### config.mk
export PLATFORM = sky130hd
export DESIGN_NAME = frlh_ctrl
export DESIGN_NICKNAME = d
export VERILOG_FILES = /design/src/frlh_pkg.sv /design/src/frlh_ctrl.sv
export SDC_FILE = /design/constraint.sdc
export NUM_CORES = 1
export LEC_CHECK = 0
export ABC_AREA = 0
export BUFFER_PORTS_ARGS = -buffer_cell sky130_fd_sc_hd__buf_2
export CAP_MARGIN = 20
export CORE_AREA = 3 3 40 42
export DETAILED_ROUTE_END_ITERATION = 10
export DIE_AREA = 0 0 43 45
export SETUP_SLACK_MARGIN = 0.15
export SLEW_MARGIN = 0
export SYNTH_ARGS = -nofsm -noshare
export SYNTH_HDL_FRONTEND = slang
export SYNTH_SLANG_ARGS = --single-unit
### constraint.sdc
create_clock -name i_clk -period 1.83 [get_ports i_clk]
set_clock_uncertainty 0.2 [all_clocks]
set_input_delay 0.183 -clock i_clk [delete_from_list [all_inputs] [get_ports i_clk]]
set_output_delay 0.183 -clock i_clk [all_outputs]
set_load 0.02 [all_outputs]
### src/frlh_pkg.sv
// ----------------------------------------------------------------------------
// frlh_pkg
// Shared constants, codes, types and helpers of the read length histogram.
// ----------------------------------------------------------------------------
package frlh_pkg;

    // Default number of histogram bins and width of every counter.
    localparam int MAX_LEN    = 1024;
    localparam int COUNT_BITS = 32;

    // Percent scale: 100 percent with 8 fraction bits.
    localparam int PCT_SCALE = 25600;
    localparam int PCT_W     = 15;

    // Characters of the text stream.
    localparam logic [7:0] CH_NEWLINE = 8'h0A;
    localparam logic [7:0] CH_AT      = 8'h40;
    localparam logic [7:0] CH_PLUS    = 8'h2B;

    // Request actions.
    localparam logic [1:0] ACT_DATA  = 2'd0;
    localparam logic [1:0] ACT_EOF   = 2'd1;
    localparam logic [1:0] ACT_QUERY = 2'd2;

    // Result status codes.
    localparam logic [1:0] ST_OK      = 2'd0;
    localparam logic [1:0] ST_BAD_HDR = 2'd1;
    localparam logic [1:0] ST_BAD_SEP = 2'd2;
    localparam logic [1:0] ST_SKIPPED = 2'd3;

    // Record phases.
    localparam logic [1:0] PH_HEADER    = 2'd0;
    localparam logic [1:0] PH_SEQUENCE  = 2'd1;
    localparam logic [1:0] PH_SEPARATOR = 2'd2;

    typedef logic [COUNT_BITS-1:0] t_count;

    typedef enum logic [3:0] {
        S_CLEAR,
        S_IDLE,
        S_UPD_RD,
        S_UPD_WR,
        S_SCAN,
        S_DRAIN,
        S_MUL,
        S_DIV,
        S_OUT
    } t_state;

    // Commands from the controller to the datapath.
    typedef struct packed {
        logic clr_wr;
        logic accept;
        logic upd_rd;
        logic upd_wr;
        logic scan_issue;
        logic mul;
        logic div_step;
        logic load_out;
        logic load_now;
    } t_cmd;

    // Status from the datapath to the controller.
    typedef struct packed {
        logic need_upd;
        logic is_query;
        logic addr_last;
        logic div_last;
        logic sel_last;
        logic out_free;
    } t_stat;

    // Saturating add of two counters.
    function automatic t_count sat_add(input t_count a, input t_count b);
        logic [COUNT_BITS:0] s;
        s = {1'b0, a} + {1'b0, b};
        return s[COUNT_BITS] ? {COUNT_BITS{1'b1}} : s[COUNT_BITS-1:0];
    endfunction

endpackage

### src/frlh_ctrl.sv
// ----------------------------------------------------------------------------
// frlh_ctrl
// Controller: sequences clearing, bin updates, query scans and divisions.
// ----------------------------------------------------------------------------
module frlh_ctrl
    import frlh_pkg::*;
(
    input  logic  i_clk,
    input  logic  i_rst_n,
    input  logic  i_in_valid,
    output logic  o_in_ready,
    input  t_stat i_stat,
    output t_cmd  o_cmd
);

    t_state r_state, n_state;
    logic   w_take;

    assign o_in_ready = (r_state == S_IDLE) && i_stat.out_free;
    assign w_take     = o_in_ready && i_in_valid;

    // State register.
    always_ff @(posedge i_clk) begin
        if (!i_rst_n) begin
            r_state <= S_CLEAR;
        end else begin
            r_state <= n_state;
        end
    end

    // Next state.
    always_comb begin
        n_state = r_state;
        case (r_state)
            S_CLEAR:  if (i_stat.addr_last) n_state = S_IDLE;
            S_IDLE: begin
                if (w_take) begin
                    if (i_stat.need_upd) begin
                        n_state = S_UPD_RD;
                    end else if (i_stat.is_query) begin
                        n_state = S_SCAN;
                    end
                end
            end
            S_UPD_RD: n_state = S_UPD_WR;
            S_UPD_WR: n_state = S_OUT;
            S_SCAN:   if (i_stat.addr_last) n_state = S_DRAIN;
            S_DRAIN:  n_state = S_MUL;
            S_MUL:    n_state = S_DIV;
            S_DIV: begin
                if (i_stat.div_last) begin
                    n_state = i_stat.sel_last ? S_OUT : S_MUL;
                end
            end
            S_OUT:    if (i_stat.out_free) n_state = S_IDLE;
            default:  n_state = S_CLEAR;
        endcase
    end

    // Command outputs.
    always_comb begin
        o_cmd = '0;
        case (r_state)
            S_CLEAR:  o_cmd.clr_wr = 1'b1;
            S_IDLE: begin
                o_cmd.accept   = w_take;
                o_cmd.load_now = w_take && !i_stat.need_upd && !i_stat.is_query;
            end
            S_UPD_RD: o_cmd.upd_rd = 1'b1;
            S_UPD_WR: o_cmd.upd_wr = 1'b1;
            S_SCAN:   o_cmd.scan_issue = 1'b1;
            S_MUL:    o_cmd.mul = 1'b1;
            S_DIV:    o_cmd.div_step = 1'b1;
            S_OUT:    o_cmd.load_out = i_stat.out_free;
            default:  o_cmd = '0;
        endcase
    end

endmodule

# Yosys cells after proc, flatten, opt, wreduce, memory -nomap -nowiden
# Cells that the tools add are included.
[op_classes]
add_sub_neg = 0
n_mul = 0
div_mod_pow = 0
order_cmp = 0
eq_ne = 14
shift = 0
n_mux = 18
n_bitwise = 0
n_reduce_logical = 8
[op_table]
columns = ["operator", "n"]
rows = [
  ["one-hot mux 4 bit (9 select lines)", 1],
  ["2-to-1 mux 4 bit", 8],
  ["== test 4 x 3 -> 1 bit, second input constant", 4],
  ["inequality test 2 bit, second input constant", 5],
  ["2-to-1 mux 1 bit", 9],
  ["== test 4 x 2 -> 1 bit, second input constant", 2],
  ["AND reduction 6 bit", 1],
  ["== test 4 x 1 -> 1 bit, second input constant", 1],
  ["== test 4 bit, second input constant", 1],
  ["logical AND 1 bit", 4],
  ["zero test 4 bit", 1],
  ["inequality test 3 bit, second input constant", 1],
  ["zero test 1 bit", 2],
]
[totals]
register_bits = 4
latchBits = 0
ramBits = 0
mem_bits_ro = 0
input_bits = 9
out_inout_bits = 10
memories = 0

# Depth between registers and ports, before layout
[depth]
word_depth = 6
ltp_mapped = 5
ltp_nobuf = 4

# Worst setup path before layout
# No wires, ideal clock.
[synth_path]
kind = "register to output"
startpoint = "register r_state[2]"
endpoint = "output port o_cmd[4] (netlist name)"
arrival_time_ps = 1279
setup_slack_ps = 168
stages_incl_launch_ff = 4
path_buffers = 1
path_cell_list = "dfxtp_1 > buf_4 > inv_1 > nor4_1"
[synth_lines]
columns = ["element", "line_no", "source"]
rows = [
  ["from (decl)", "frlh_ctrl.sv:16", "t_state r_state, n_state;"],
  ["from (signal assigned)", "frlh_ctrl.sv:27", "r_state <= n_state;"],
  ["to (decl)", "frlh_ctrl.sv:13", "output t_cmd o_cmd"],
]

==> flow_metrics.tcl <==
set metrics [dict create \
    final_hold_violations 0 \
    synth-seq-cells 4 \
    power-per-cell-area_nw_per_um2 681 \
    detailedPlacementHpwl_um 824 \
    worstReg2RegEnd "r_state[0]" \
    gr-usage-all-layers 0.125 \
    gp_congestion 0.801 \
    fin_nets 85 \
    r2r_slack_ps 340 \
    post_cts.repair.setup_buffers 0 \
    synth_compound_area_frac 0.270 \
    synth_area_sq_um 394 \
    first_global_vias 409 \
    io-pin-count 19 \
    die_h_um 45 \
    globalRouteOverflowTotal 0 \
    arrival_worst_endpoint_ps 1230 \
    dieArea_sq_um 1940 \
    fin_cells 89 \
    synthesis.yosys.warnings 0 \
    maxCapViolCount 0 \
    post_cts.resized_instances 5 \
    synth_top_family_by_area "simple AND/OR/NAND/NOR gates" \
    post-route-util 0.420 \
    fin_hold_ws_ps 14.7 \
    max-clock-path-buffers 2 \
    synth-async-reset-ratio 0 \
    n_antenna_cell 0 \
    netlist-cell-type-count 28 \
    mappedNetlistNets 64 \
    fp.coreArea_sq_um 1280 \
    setup-violations-final 0 \
    synth_xor_area_frac 0 \
    worst_setup_hold_path_clk_slew_ps 40 \
    synth_cells 55 \
    dp_cells 86 \
    clkLatencyLatePin_ps 230 \
    min-delay-path-class "in2reg" \
    synth_adder_area_share 0 \
    synth_top_flop_cell "sky130_fd_sc_hd__dfxtp_1" \
    fraction_of_layout_instances_using_a_drive_strength_above_1 0.405 \
    post_drt_via_cell_ratio 5.04 \
    critical_path.endpoint_type "output port" \
    vias 449 \
    grt_first_pass_wirelength_mm 1.80 \
    postRouteAntennaNets 0 \
    initial_core_util 0.307 \
    tritoncts "done" \
    unrepaired_setup_endpoints_after_global_routing "no" \
    min_delay_worst_endpoint "r_state[2]" \
    antenna_found_initial 0 \
    crit_path_max_fanout 11 \
    mostFrequentLayoutCells "sky130_fd_sc_hd__buf_2, sky130_fd_sc_hd__nor2_1, sky130_fd_sc_hd__nand2_1" \
    sequential_area_share_after_synthesis 0.203 \
    detailed_routing_iterations_pass_1 2 \
    worst_hold_path.num_cells 3 \
    drt-initial-drc-count 7 \
    worst-slew-pin-transition_ps 236 \
    routed_wirelength_mm 1.08 \
    critical_path_class "reg2out" \
    top_register "r_state" \
    final_common_cell "sky130_fd_sc_hd__buf_2" \
    crit_path_time_final_ps 1610 \
    critPathLaunchType "flip-flop" \
    numCtsBuffers 3 \
    final-max-slew-violation-count 0 \
    route.detailed.wl_per_inst_um 12.2 \
    drt_drc_violations_left 0 \
    slew-limit-headroom 0.842 \
    largest_reg_flops 4 \
    min_period_over_period 0.879 \
    maximum_number_of_pins_on_one_net_before_global_route_repair 13 \
    syn_to_final_growth_pct 36.8 \
    ff2ff_path_depth 4 \
    fmax_achieved_ghz 0.621 \
    fp-row-count 13 \
    synthSimpleGateAreaFrac 0.410 \
    worst_hold_startpoint "i_rst_n" \
    timing.critical_path.required_ps 1450 \
    post-layout-total-power_uw 367 \
    floorplan.die.width_um 43 \
    number_of_levels_the_h_tree_was_split_into 1 \
    sink_count 4 \
    biggestRegsByFlops "r_state (4)" \
    timing.setup.tns_ps 0 \
    cellLeakagePower_uw 0.000262 \
    synth-edff-count 0 \
    avgSynthCellArea_sq_um 7.17 \
    reg2reg_from "r_state[0]" \
    port_buffers 18 \
    clock-root-buffer "sky130_fd_sc_hd__clkbuf_4" \
    yosys-mux-area-fraction 0.0254 \
    status "finished, final reports clean" \
    cts_stage_hold_buffer_count 0 \
    peakVddDrop_mv 0.417 \
]
==> Yosys cell counts, types with 2 or more instances <==
library cell,number,share of area
sky130_fd_sc_hd__a21oi_1,3,0.038
sky130_fd_sc_hd__and3_1,2,0.032
sky130_fd_sc_hd__buf_2,2,0.025
sky130_fd_sc_hd__nor4_1,2,0.032
sky130_fd_sc_hd__dfxtp_1,4,0.20
sky130_fd_sc_hd__a21o_1,2,0.038
sky130_fd_sc_hd__nand2_1,6,0.057
sky130_fd_sc_hd__nand2b_1,2,0.032
sky130_fd_sc_hd__o21ai_0,3,0.038
sky130_fd_sc_hd__inv_1,2,0.019
sky130_fd_sc_hd__nor2_1,10,0.095
==> layout make-up <==
class,instances,area (sq um)
Sequential cell,4,91.3
Multi-Input combinational cell,45,292
Fill cell,146,746
Timing Repair Buffer,20,108
Tap cell,15,18.8
Inverter,2,7.51
Clock buffer,3,22.5
==> cells by family (layout without fill, tap and decap cells) <==
logic type      Yosys count  in the layout
compound gates           15             15
buf+inv                   6             25
mux                       1              1
simple gates             29             29
flops                     4              4
==> per-layer routing <==
metal / wire, um / vias up / track usage
met1: 482 / 194 / 0.166
met4: 0 / 0 / 0.0181
met2: 516 / 16 / 0.195
met5: 0 / - / 0
met3: 85 / 0 / 0.0518
li1: - / 239 / -
==> power by group <==
part	switching [uW]	total, uW	internal, uW
Clock	31.9	105	73.0
Combinational	76.5	139	62.4
Sequential	25.8	124	97.9
==> worst max-delay path, cell delays in order, from the launching register on <==
cell	delay (ps)
sky130_fd_sc_hd__dfxtp_4	430
sky130_fd_sc_hd__inv_1	110
sky130_fd_sc_hd__nor4_1	260
sky130_fd_sc_hd__buf_2	210
==> through the flow <==
| stage | setup WS [ps] | area, sq um |
|---|---|---|
| after detailed placement | 194 | 489 |
| after global placement | 202 | 489 |
| after floorplan | 168 | 394 |
| after CTS | 138 | 523 |
| final | 221 | 539 |
| after global routing | 164 | 539 |
==> worst max path at each step <==
stage                             to  cells past startpoint  slack, ps  startpoint
after floorplan             o_cmd[4]                      3        170  r_state[2]
after global placement      o_cmd[4]                      3        200  r_state[2]
after detailed placement  r_state[2]                      4        190  r_state[2]
after CTS                   o_cmd[4]                      3        140  r_state[2]
after global routing        o_cmd[0]                      4        160  r_state[0]
final                       o_cmd[4]                      3        220  r_state[2]
No activity file was read; power rests on OpenSTA's default activity.
